[src/hw/rtl/kpmn_pkg.sv]
// Package for the key press menu navigator.
// Holds the controller state type, command and status structs, register
// indexes and fixed widths. No dependencies.
package kpmn_pkg;

    // Key sample and counter widths
    localparam int KEY_W   = 3;
    localparam int CNT_W   = 8;
    localparam int SHOW_W  = 16;
    localparam int OPT_W   = 3;
    localparam int MASK_W  = 8;
    localparam int ADJ_W   = 2;
    localparam int CFG_A_W = 2;
    localparam int CFG_D_W = 16;

    localparam logic [KEY_W-1:0] KEYS_NONE = 3'b111;
    localparam logic [CNT_W-1:0] COUNT_MAX = 8'hff;

    // Adjust codes (two's complement)
    localparam logic [ADJ_W-1:0] ADJ_NONE  = 2'b00;
    localparam logic [ADJ_W-1:0] ADJ_PLUS  = 2'b01;
    localparam logic [ADJ_W-1:0] ADJ_MINUS = 2'b11;

    // Configuration register indexes
    localparam logic [CFG_A_W-1:0] REG_SHORT_TICKS  = 2'd0;
    localparam logic [CFG_A_W-1:0] REG_LONG_TICKS   = 2'd1;
    localparam logic [CFG_A_W-1:0] REG_SHOW_TICKS   = 2'd2;
    localparam logic [CFG_A_W-1:0] REG_VISIBLE_MASK = 2'd3;

    // Controller states
    typedef enum logic [1:0] {
        ST_IDLE,
        ST_EVAL,
        ST_SEARCH,
        ST_DONE
    } state_t;

    // Commands from controller to datapath
    typedef struct packed {
        logic capture;     // register the input request
        logic eval;        // update press state, start option search
        logic step;        // one option search step
        logic load_out;    // move result into output register
    } ctrl_cmd_t;

    // Status from datapath to controller
    typedef struct packed {
        logic adv_req;     // short option press with display on
        logic search_done; // search hit a visible option or ran out
        logic out_free;    // output register can take a result
    } dp_status_t;

endpackage

[src/hw/rtl/kpmn_ctrl.sv]
// Controller of the key press menu navigator.
// Sequences capture, evaluation, option search and output load.
// Depends on kpmn_pkg.
module kpmn_ctrl (
    input  logic                  aclk,
    input  logic                  aresetn,
    input  logic                  s_tvalid,
    output logic                  s_tready,
    input  kpmn_pkg::dp_status_t  status,
    output kpmn_pkg::ctrl_cmd_t   cmd
);

    kpmn_pkg::state_t state_reg;
    kpmn_pkg::state_t state_next;
    logic             accept;

    assign accept = s_tvalid && s_tready;

    // State register
    always_ff @(posedge aclk) begin
        if (!aresetn) begin
            state_reg <= kpmn_pkg::ST_IDLE;
        end else begin
            state_reg <= state_next;
        end
    end

    // Next state
    always_comb begin
        state_next = state_reg;
        unique case (state_reg)
            kpmn_pkg::ST_IDLE: begin
                if (accept) state_next = kpmn_pkg::ST_EVAL;
            end
            kpmn_pkg::ST_EVAL: begin
                state_next = status.adv_req ? kpmn_pkg::ST_SEARCH : kpmn_pkg::ST_DONE;
            end
            kpmn_pkg::ST_SEARCH: begin
                if (status.search_done) state_next = kpmn_pkg::ST_DONE;
            end
            kpmn_pkg::ST_DONE: begin
                if (status.out_free) state_next = kpmn_pkg::ST_IDLE;
            end
            default: state_next = kpmn_pkg::ST_IDLE;
        endcase
    end

    // Outputs
    always_comb begin
        s_tready     = 1'b0;
        cmd.capture  = 1'b0;
        cmd.eval     = 1'b0;
        cmd.step     = 1'b0;
        cmd.load_out = 1'b0;
        unique case (state_reg)
            kpmn_pkg::ST_IDLE: begin
                s_tready    = 1'b1;
                cmd.capture = s_tvalid;
            end
            kpmn_pkg::ST_EVAL: begin
                cmd.eval = 1'b1;
            end
            kpmn_pkg::ST_SEARCH: begin
                cmd.step = 1'b1;
            end
            kpmn_pkg::ST_DONE: begin
                cmd.load_out = status.out_free;
            end
            default: begin
                s_tready = 1'b0;
            end
        endcase
    end

`ifndef SYNTHESIS
    a_one_cmd: assert property (@(posedge aclk) disable iff (!aresetn)
        $onehot0({cmd.capture, cmd.eval, cmd.step, cmd.load_out}))
        else $error("kpmn_ctrl: more than one datapath command");
    a_accept_eval: assert property (@(posedge aclk) disable iff (!aresetn)
        accept |=> (state_reg == kpmn_pkg::ST_EVAL))
        else $error("kpmn_ctrl: accepted request not evaluated");
    a_load_free: assert property (@(posedge aclk) disable iff (!aresetn)
        cmd.load_out |-> status.out_free)
        else $error("kpmn_ctrl: load into busy output register");
    a_search_end: assert property (@(posedge aclk) disable iff (!aresetn)
        (state_reg == kpmn_pkg::ST_SEARCH) && status.search_done
        |=> (state_reg == kpmn_pkg::ST_DONE))
        else $error("kpmn_ctrl: search finish not followed by output");
`endif

endmodule

[src/hw/rtl/kpmn_dp.sv]
// Datapath of the key press menu navigator.
// Config registers, press counter, display countdown, option search and
// output register. Depends on kpmn_pkg.
module kpmn_dp #(
    parameter int NUM_OPTIONS    = 8,
    parameter int DEFAULT_OPTION = 0
) (
    input  logic                          aclk,
    input  logic                          aresetn,
    input  logic                          cfg_we,
    input  logic [kpmn_pkg::CFG_A_W-1:0]  cfg_addr,
    input  logic [kpmn_pkg::CFG_D_W-1:0]  cfg_wdata,
    input  logic [kpmn_pkg::KEY_W-1:0]    in_keys,
    input  kpmn_pkg::ctrl_cmd_t           cmd,
    output kpmn_pkg::dp_status_t          status,
    output logic                          m_tvalid,
    input  logic                          m_tready,
    output logic [7:0]                    m_tdata
);

    localparam int IDX_W = (NUM_OPTIONS > 2) ? $clog2(NUM_OPTIONS) : 1;
    localparam logic [4:0] N5 = 5'(NUM_OPTIONS);
    localparam logic [IDX_W-1:0] LAST_STEP = IDX_W'(NUM_OPTIONS - 1);

    // Reduce a small value modulo the option count
    function automatic logic [4:0] mod_opt(input logic [4:0] v);
        logic [4:0] r;
        r = v;
        for (int i = 0; i < 8; i++) begin
            if (r >= N5) r = r - N5;
        end
        return r;
    endfunction

    // Configuration registers
    logic [kpmn_pkg::CNT_W-1:0]  short_ticks_reg;
    logic [kpmn_pkg::CNT_W-1:0]  long_ticks_reg;
    logic [kpmn_pkg::SHOW_W-1:0] show_ticks_reg;
    logic [kpmn_pkg::MASK_W-1:0] visible_mask_reg;

    // Tick state
    logic [kpmn_pkg::KEY_W-1:0]  keys_reg;
    logic [kpmn_pkg::CNT_W-1:0]  press_cnt_reg;
    logic [kpmn_pkg::CNT_W-1:0]  press_cnt_next;
    logic [kpmn_pkg::KEY_W-1:0]  latched_reg;
    logic [kpmn_pkg::KEY_W-1:0]  latched_next;
    logic [kpmn_pkg::OPT_W-1:0]  cur_opt_reg;
    logic [kpmn_pkg::SHOW_W-1:0] disp_cnt_reg;
    logic [kpmn_pkg::SHOW_W-1:0] disp_cnt_next;
    logic [kpmn_pkg::SHOW_W-1:0] disp_load;

    // Per-tick result
    logic [kpmn_pkg::ADJ_W-1:0]  adj_reg;
    logic [kpmn_pkg::ADJ_W-1:0]  adj_next;
    logic                        sp_reg;
    logic                        sp_next;
    logic                        lp_reg;
    logic                        lp_next;

    // Option search
    logic [IDX_W-1:0]            cand_reg;
    logic [IDX_W-1:0]            base_mod_reg;
    logic [IDX_W-1:0]            step_reg;
    logic [3:0]                  cand4;
    logic                        cand_vis;
    logic [4:0]                  cur_plus1;

    // Output register
    logic                        m_tvalid_reg;
    logic [7:0]                  m_tdata_reg;

    logic                        pressed;
    logic                        cnt_inc;
    logic                        adv_req;
    logic                        search_done;

    // Configuration writes
    always_ff @(posedge aclk) begin
        if (!aresetn) begin
            short_ticks_reg  <= 8'd5;
            long_ticks_reg   <= 8'd200;
            show_ticks_reg   <= 16'd300;
            visible_mask_reg <= 8'd231;
        end else if (cfg_we) begin
            unique case (cfg_addr)
                kpmn_pkg::REG_SHORT_TICKS:  short_ticks_reg  <= cfg_wdata[7:0];
                kpmn_pkg::REG_LONG_TICKS:   long_ticks_reg   <= cfg_wdata[7:0];
                kpmn_pkg::REG_SHOW_TICKS:   show_ticks_reg   <= cfg_wdata;
                kpmn_pkg::REG_VISIBLE_MASK: visible_mask_reg <= cfg_wdata[7:0];
                default: ;
            endcase
        end
    end

    // Press evaluation for the captured key sample
    always_comb begin
        pressed        = (keys_reg != kpmn_pkg::KEYS_NONE);
        cnt_inc        = pressed && (press_cnt_reg != kpmn_pkg::COUNT_MAX);
        press_cnt_next = press_cnt_reg;
        latched_next   = latched_reg;
        lp_next        = 1'b0;
        sp_next        = 1'b0;
        adj_next       = kpmn_pkg::ADJ_NONE;
        adv_req        = 1'b0;
        if (pressed) begin
            if (press_cnt_reg == '0) latched_next = keys_reg;
            if (cnt_inc) begin
                press_cnt_next = press_cnt_reg + 8'd1;
                lp_next        = (press_cnt_next == long_ticks_reg);
            end
        end else begin
            press_cnt_next = '0;
            sp_next = (press_cnt_reg != '0) && (press_cnt_reg < long_ticks_reg)
                      && (press_cnt_reg >= short_ticks_reg);
            if (sp_next) begin
                if (!latched_reg[0]) begin
                    adv_req = (disp_cnt_reg != '0);
                end else if (!latched_reg[1]) begin
                    adj_next = kpmn_pkg::ADJ_MINUS;
                end else if (!latched_reg[2]) begin
                    adj_next = kpmn_pkg::ADJ_PLUS;
                end
            end
        end
        disp_load     = sp_next ? show_ticks_reg : disp_cnt_reg;
        disp_cnt_next = (disp_load != '0) ? disp_load - 16'd1 : disp_load;
    end

    // Search candidate visibility
    always_comb begin
        cur_plus1   = 5'(cur_opt_reg) + 5'd1;
        cand4       = 4'(cand_reg);
        cand_vis    = !cand4[3] && visible_mask_reg[cand4[2:0]];
        search_done = cand_vis || (step_reg == LAST_STEP);
    end

    // Tick state and option search
    always_ff @(posedge aclk) begin
        if (!aresetn) begin
            press_cnt_reg <= '0;
            latched_reg   <= kpmn_pkg::KEYS_NONE;
            cur_opt_reg   <= kpmn_pkg::OPT_W'(DEFAULT_OPTION);
            disp_cnt_reg  <= '0;
        end else if (cmd.eval) begin
            press_cnt_reg <= press_cnt_next;
            latched_reg   <= latched_next;
            disp_cnt_reg  <= disp_cnt_next;
        end else if (cmd.step && search_done) begin
            cur_opt_reg <= cand_vis ? kpmn_pkg::OPT_W'(cand_reg)
                                    : kpmn_pkg::OPT_W'(base_mod_reg);
        end
    end

    // Payload registers
    always_ff @(posedge aclk) begin
        if (cmd.capture) keys_reg <= in_keys;
        if (cmd.eval) begin
            adj_reg      <= adj_next;
            sp_reg       <= sp_next;
            lp_reg       <= lp_next;
            cand_reg     <= IDX_W'(mod_opt(cur_plus1));
            base_mod_reg <= IDX_W'(mod_opt(5'(cur_opt_reg)));
            step_reg     <= IDX_W'(1);
        end else if (cmd.step) begin
            cand_reg <= (cand_reg == LAST_STEP) ? '0 : cand_reg + IDX_W'(1);
            step_reg <= step_reg + IDX_W'(1);
        end
    end

    // Status to the controller
    assign status = '{adv_req: adv_req,
                      search_done: search_done,
                      out_free: (!m_tvalid_reg || m_tready)};

    // Output register
    always_ff @(posedge aclk) begin
        if (!aresetn) begin
            m_tvalid_reg <= 1'b0;
        end else if (cmd.load_out) begin
            m_tvalid_reg <= 1'b1;
        end else if (m_tready) begin
            m_tvalid_reg <= 1'b0;
        end
    end

    always_ff @(posedge aclk) begin
        if (cmd.load_out) begin
            m_tdata_reg <= {(disp_cnt_reg != '0), lp_reg, sp_reg, adj_reg, cur_opt_reg};
        end
    end

    assign m_tvalid = m_tvalid_reg;
    assign m_tdata  = m_tdata_reg;

endmodule

[src/hw/rtl/key_press_menu_navigator.sv]
// Top level of the key press menu navigator.
// Joins the controller and the datapath. Depends on kpmn_pkg, kpmn_ctrl,
// kpmn_dp.
//
// Usage: send one request per key sample tick on the s_ channel; s_tdata[2:0]
// holds the active-low keys (bit0 option, bit1 minus, bit2 plus). Each
// request yields exactly one result on the m_ channel.
// An accepted request passes ST_EVAL and then ST_DONE, where the result
// is loaded into the output register; an option advance puts ST_SEARCH
// between them, one search step per option examined, up to NUM_OPTIONS - 1.
// The search unit checks one option per cycle. s_tready is low until the load.
// The result sits in an output register, so the next request is taken
// while a finished result waits; if the receiver stalls longer, the block
// holds the next result internally and s_tready stays low until it moves.
// Reset (aresetn low, synchronous) restores the register defaults, clears
// the press and display counters, drops m_tvalid and selects DEFAULT_OPTION.
// Configuration writes via cfg_we/cfg_addr/cfg_wdata take effect at once;
// write only while no request is in flight.
module key_press_menu_navigator #(
    parameter int NUM_OPTIONS    = 8,
    parameter int DEFAULT_OPTION = 0
) (
    input  logic        aclk,
    input  logic        aresetn,
    // Configuration write port
    input  logic        cfg_we,
    input  logic [1:0]  cfg_addr,
    input  logic [15:0] cfg_wdata,
    // Key sample requests
    input  logic        s_tvalid,
    output logic        s_tready,
    input  logic [7:0]  s_tdata,   // [2:0] key_levels, [7:3] zero
    // Results
    output logic        m_tvalid,
    input  logic        m_tready,
    output logic [7:0]  m_tdata    // [2:0] selected_option, [4:3] adjust,
                                   // [5] short_press, [6] long_press,
                                   // [7] display_on
);

    kpmn_pkg::ctrl_cmd_t  cmd;
    kpmn_pkg::dp_status_t status;

    kpmn_ctrl u_ctrl (
        .aclk     (aclk),
        .aresetn  (aresetn),
        .s_tvalid (s_tvalid),
        .s_tready (s_tready),
        .status   (status),
        .cmd      (cmd)
    );

    kpmn_dp #(
        .NUM_OPTIONS    (NUM_OPTIONS),
        .DEFAULT_OPTION (DEFAULT_OPTION)
    ) u_dp (
        .aclk      (aclk),
        .aresetn   (aresetn),
        .cfg_we    (cfg_we),
        .cfg_addr  (cfg_addr),
        .cfg_wdata (cfg_wdata),
        .in_keys   (s_tdata[2:0]),
        .cmd       (cmd),
        .status    (status),
        .m_tvalid  (m_tvalid),
        .m_tready  (m_tready),
        .m_tdata   (m_tdata)
    );

endmodule
[config.mk]
export PLATFORM = sky130hd
export DESIGN_NAME = key_press_menu_navigator
export DESIGN_NICKNAME = d
export VERILOG_FILES = /design/src/hw/rtl/kpmn_pkg.sv /design/src/hw/rtl/kpmn_ctrl.sv /design/src/hw/rtl/kpmn_dp.sv /design/src/hw/rtl/key_press_menu_navigator.sv
export SDC_FILE = /design/constraint.sdc
export NUM_CORES = 1
export LEC_CHECK = 0
export ABC_AREA = 1
export BUFFER_PORTS_ARGS = -buffer_cell sky130_fd_sc_hd__buf_2
export CAP_MARGIN = 20
export CORE_ASPECT_RATIO = 0.9
export CORE_MARGIN = 3
export CORE_UTILIZATION = 55
export DETAILED_ROUTE_END_ITERATION = 8
export PLACE_DENSITY = 0.77
export REMOVE_ABC_BUFFERS = 1
export SLEW_MARGIN = 20
export SYNTH_ARGS = -nofsm -noshare
export SYNTH_HDL_FRONTEND = slang
export SYNTH_SLANG_ARGS = --single-unit
[constraint.sdc]
create_clock -name aclk -period 2.5 [get_ports aclk]
set_input_delay 0.5 -clock aclk [delete_from_list [all_inputs] [get_ports aclk]]
set_output_delay 0.5 -clock aclk [all_outputs]
set_load 0.1 [all_outputs]
# Yosys cells after proc, flatten, opt, wreduce, memory -nomap -nowiden
# Cells that the tools add are included.
# Widths: inputs -> output; s select.
word_totals:
  latch_bits: 0
  ram_bits: 0
  regBits: 97
  elab_cells: 129
  rom_bits: 0
  memories: 0
  inputBits: 31
classes:
  shift: 0
  n_eq_ne: 15
  n_reduce_logical: 26
  order_cmp: 11
  mul: 0
  n_div: 0
  addsub: 13
  bitwise_logic: 3
  muxes: 43
op_table:
  columns: ["op", "count"]
  rows:
  - ["$mux 5", 14]
  - ["$ge 5x4->1 const B", 8]
  - ["$sub 5x4->5 const B", 7]
  - ["$mux 16", 2]
  - ["$reduce_bool 16->1", 2]
  - ["$mux 8", 2]
  - ["$sub 16x1->16 const B", 1]
  - ["$mux 3", 5]
  - ["$mux 1", 14]
  - ["$reduce_and 2->1", 7]
  - ["$add 8x1->8 const B", 1]
  - ["$eq 2x2->1 const B", 4]
  - ["$eq 8x8->1", 1]
  - ["$ge 8x8->1", 1]
  - ["$logic_not 8->1", 1]
  - ["$lt 8x8->1", 1]
  - ["$mux 2", 4]
  - ["$ne 8x8->1 const B", 1]
  - ["$pmux 2 s4", 1]
  - ["$reduce_bool 8->1", 1]
  - ["$add 3x1->3 const B", 2]
  - ["$eq 3x3->1 const B", 2]
  - ["$ne 2x1->1 const B", 3]
  - ["$reduce_and 3->1", 2]
  - ["14 further kinds", 24]

# Logic depth before layout (Yosys ltp)
logic_depth:
  word_depth: 25
  mapped_depth: 23
  mapped_depth_nobuf: 22

# Hierarchy
# Synthesis repeated with hierarchy kept, for this count alone.
hier_totals:
  hier_cells: 760
  hier_area_um2: 5459.0
by_module_without_submodules:
  columns: ["module", "area_each_um2", "cells_per_inst", "n_inst", "seq_area_each_um2"]
  rows:
  - ["kpmn_dp", 5220.0, 724, 1, 2112.0]
  - ["kpmn_ctrl", 239.0, 36, 1, 40.0]

# Worst setup path before layout
# OpenSTA, ideal clock, no wires.
synth_timing:
  path_kind: "flip-flop to flip-flop"
  startpoint: "register u_dp.press_cnt_reg[7] (netlist bit)"
  endpoint: "register u_dp.disp_cnt_reg[14] (netlist bit)"
  path_buffers: 1
  setup_time_ps: 128
  synth_period_minus_slack_ps: 2513
  stages_incl_launch_ff: 17
  required_ps: 2372
  setup_slack_ps: -13
  arrival_ps: 2385
  path_cell_list: "dfxtp_1 ha_1 a21o_1 nor2_1 nand3_2 nand2_4 buf_6 nand2_1 nand2_2 ha_1 nand3_2 nor2_2 nand3_1 nand2_1 nand2_1 nand2_1 a21oi_1"
synth_via:
  elab_chain_cells: 7
synth_lines:
  columns: ["element", "line_no", "text"]
  rows:
  - ["start: declaration", "kpmn_dp.sv:43", "logic [kpmn_pkg::CNT_W-1:0] press_cnt_reg;"]
  - ["start signal: assignment", "kpmn_dp.sv:145", "press_cnt_reg <= press_cnt_next;"]
  - ["$lt 8x8->1 / $reduce_bool 8->1 (equally long branches)", "kpmn_dp.sv:113", "sp_next = (press_cnt_reg != '0) && (press_cnt_reg < long_ticks_reg)"]
  - ["$logic_and 1x1->1", "kpmn_dp.sv:113", null]
  - ["$logic_and 1x1->1 *", "kpmn_dp.sv:114", "&& (press_cnt_reg >= short_ticks_reg);"]
  - ["$mux 1 *", "kpmn_dp.sv:105", "if (pressed) begin"]
  - ["$mux 16 *", "kpmn_dp.sv:125", "disp_load = sp_next ? show_ticks_reg : disp_cnt_reg;"]
  - ["$sub 16x1->16 / $reduce_bool 16->1 (equally long branches)", "kpmn_dp.sv:126", "disp_cnt_next = (disp_load != '0) ? disp_load - 16'd1 : disp_load;"]
  - ["$mux 16 *", "kpmn_dp.sv:126", null]
  - ["end signal: assignment", "kpmn_dp.sv:147", "disp_cnt_reg <= disp_cnt_next;"]
  - ["end: declaration", "kpmn_dp.sv:48", "logic [kpmn_pkg::SHOW_W-1:0] disp_cnt_reg;"]
# Mark *: on every way between the ends. The rest lies on a longest branch, timed or not.
# A chain may end at the register's enable or synchronous reset.

# Worst setup path after layout
layout_timing:
  startpoint: "register u_dp.press_cnt_reg[0] (netlist bit)"
  endpoint: "register u_dp.disp_cnt_reg[0] (netlist bit)"
# The elaborated chain is that of the path after synthesis.

==> results by group <==
Worst setup path
  – Data required, critical path: 2.80 ns
  – CP max-delay cell: dfxtp_4
  – Critical path arrival: 2.97 ns
  – Critical path type: reg -> reg
  – CP max stage delay: 0.38 ns
  – Delay-heaviest family, CP: simple AND/OR/NAND/NOR gates
  – CP bufs+invs: 7
  – Start point of the critical path: u_dp.press_cnt_reg[0]$_SDFFE_PN0P_
  – CP Capture Type: flop
  – Reg-to-reg critical path endpoint: u_dp.disp_cnt_reg[0]$_SDFFE_PN0P_
  – R2R Setup Slk: -0.17 ns
  – RR Startpoint: u_dp.press_cnt_reg[0]$_SDFFE_PN0P_
  – CP most frequent cell: nand2_2
  – FF-to-FF path depth: 22
  – CP cell instances: inv_4 > ha_2 > inv_2 > nand2_1 > nand2_1 > nand2_1 > a21oi_2 > nor2_4 > buf_12 > buf_8 > buf_12 > buf_4 > nand3_2 > nand2_2 > nor2_2 > nand2_2 > nor2_4 > nand2_4 > nand2_2 > nand2_2 > o21ai_2 > inv_1
  – CP startpoint kind: flop
  – Worst-path fanout max: 8

Timing
  – Final setup TNS: -1.36 ns
  – Fmax: 375 MHz
  – Final Cycle Share: 1.07
  – Max transition margin: 0.521
  – RSZ-0062 raised after global routing: yes
  – Setup violators final: 16
  – Final Hold Vio Count: 0
  – Tmin final: 2.67 ns
  – Worst-margin pin slew: 0.719 ns
  – Clock skew: 0.00982 ns
  – Final worst slack: -0.169 ns
  – Max-slew violations: 0

Place
  – DP Area: 6140 µm²
  – Port bufs: 35
  – Post-DP HPWL: 10100 µm
  – Placer Congestion: 0.950
  – Place WS: -0.182 ns

Hold path
  – Worst Hold End: u_dp.keys_reg[1]$_DFFE_PP_
  – Hold WC Path Type: in -> reg
  – Hold Path Cell Cnt: 1
  – Start point of the worst hold path: s_tdata[1]

Yosys
  – Synth warnings: 0
  – Post-synth ARST share: 0
  – Most frequent cell after synthesis: nand2_1
  – Synth top area share: 0.287
  – Largest area contributor in the netlist: dfxtp_1
  – Synth top area cells: dfxtp_1 (29%), edfxtp_1 (12%), nand2_1 (11%)
  – Post-synth EDFFs: 21
  – Count of different cell masters after synthesis: 38
  – Ys flop type: dfxtp_1
  – Mapped cell area: 5310 µm²
  – Synth cell count leaders: nand2_1 (162), inv_1 (85), dfxtp_1 (76)
  – Mapped Avg Cell Area: 7.45 µm²
  – Register bit total from synthesis: 97
  – Fraction of the yosys area taken by sequential cells: 0.405
  – Cell count after synthesis: 712

Power
  – Worst IR Drop VDD: 0.693 mV
  – Total power: 8.00 mW
  – Pwr per Cell Area: 1120 nW/µm²
  – Leak: 3.27 nW

Clock tree
  – Clock Tree Root: clkbuf_8
  – # H-tree levels: 3
  – Skew-Pair Late Insertion Delay: 0.39 ns
  – # clock sinks: 97
  – CTS tree: done
  – Clock-pin transition on the worst setup and hold timing paths: 0.11 ns
  – TritonCTS buffer count: 9
  – CTS max path bufs: 2

Outcome
  – Failing checks: negative setup slack
  – Status: finished with violations

Die
  – Die Area: 10900 µm²
  – Starting Density: 0.574
  – Die Y: 99.2 µm
  – CORE AREA: 9250 µm²
  – Chip Width: 110 µm
  – Std cell rows: 33
  – # IOs: 41

Cells and area
  – Final Util: 0.773
  – Fin area: 7150 µm²
  – N_diodes: 0
  – NumNets Final: 903
  – Area growth, synth to finish: 34.8%
  – FILL cells: 587
  – Layout cells sized above 1: 0.338

Drt
  – Starting DRT DRC Count: 650
  – Routed vias/inst: 5.78
  – Post-route antenna net violation count: 0
  – Total Wirelength: 16600 µm
  – DR WL/cell: 17.1 µm
  – Vias post-DR: 5610
  – DRC viols: 0
  – Drt first pass iters: 5

Flow run
  – Max-Cap Viols: 0

GRT
  – Initial antenna violation count: 0
  – Vias in the first global route: 4912
  – Overflow left after global routing: 0
  – First-pass GRT wire length: 23800 µm
  – Largest net degree at the start of global routing: 63
  – Total track usage: 0.278
cell usage in the layout (no fill, tap or decap), drive strengths merged:
cell and n:
a221oi 1, nand3 48, xor2 12, a31oi 4
nor4 4, a21o 2, o211ai 9, clkbuf 10
nor3 9, xnor2 3, nor2 69, o21ai 55
nand3b 10, a21oi 52, nand2 181, o22ai 2
o2111ai 2, edfxtp 21, a22oi 1, clkinv 7
a21boi 1, or2 1, dfxtp 76, buf 137
ha 29, nand4 13, inv 89
kinds of logic after synthesis:
logic type / count (synthesis) / share of synthesized area
AOI/OAI and AO/OA: 129 / 0.131
xor gates and xnor gates: 15 / 0.0248
adders and majority gates: 29 / 0.0684
buffers and inverters: 110 / 0.0835
DFF: 97 / 0.405
and+or+nand+nor: 332 / 0.287
routing by layer:
layer	GRT usage	up-vias	part of all wire
met5	0	-	0
met4	0.0709	0	0.024
met3	0.0610	50	0.10
met2	0.427	340	0.46
met1	0.399	2610	0.41
li1	-	2610	-
stage by stage:
| step | hold WS (ns) | cells |
|---|---|---|
| 3_3_place_gp | 0.403 | 928 |
| 4_1_cts | 0.275 | 953 |
| 2_1_floorplan | 0.400 | 691 |
| 6_report | 0.279 | 970 |
| 5_1_grt | 0.261 | 970 |
| 3_5_place_dp | 0.407 | 928 |
report_power, final:
part,switching [mW],total (mW),internal (mW)
combinational,2.83,4.69,1.86
clock,0.678,1.08,0.400
sequential,0.267,2.23,1.97
total,3.77,8.00,4.23
area by class of cell:
type,instances,area (µm²),area share
clock buffers,9,124,0.0173
clock inverters,7,81.3,0.0114
inverters,89,339,0.0474
multi-input cells,508,3210,0.449
flip-flops and latches,97,2180,0.304
well taps,122,153,0.0213
repair buffers,138,1060,0.149
repair_timing:
action,4_1_cts,5_1_grt
cloned,1,4
endpoints found under the setup margin,16,17
pin swaps,11,45
hold endpoints to repair,0,0
setup buffers,9,14
hold buffers,0,0
resized for setup,44,102
how the worst max path moves through the flow:
| stage | endpoint | slack (ns) | depth (start not counted) |
|---|---|---|---|
| after floorplan | u_dp.disp_cnt_reg[14]$_SDFFE_PN0P_ | -0.33 | 15 |
| after global placement | u_dp.disp_cnt_reg[8]$_SDFFE_PN0P_ | -0.08 | 20 |
| after detailed placement | u_dp.disp_cnt_reg[8]$_SDFFE_PN0P_ | -0.18 | 19 |
| after CTS | u_dp.disp_cnt_reg[0]$_SDFFE_PN0P_ | -0.06 | 21 |
| after global routing | u_dp.disp_cnt_reg[0]$_SDFFE_PN0P_ | -0.32 | 22 |
| final | u_dp.disp_cnt_reg[0]$_SDFFE_PN0P_ | -0.17 | 22 |
Power figures use the tool's default switching activity.
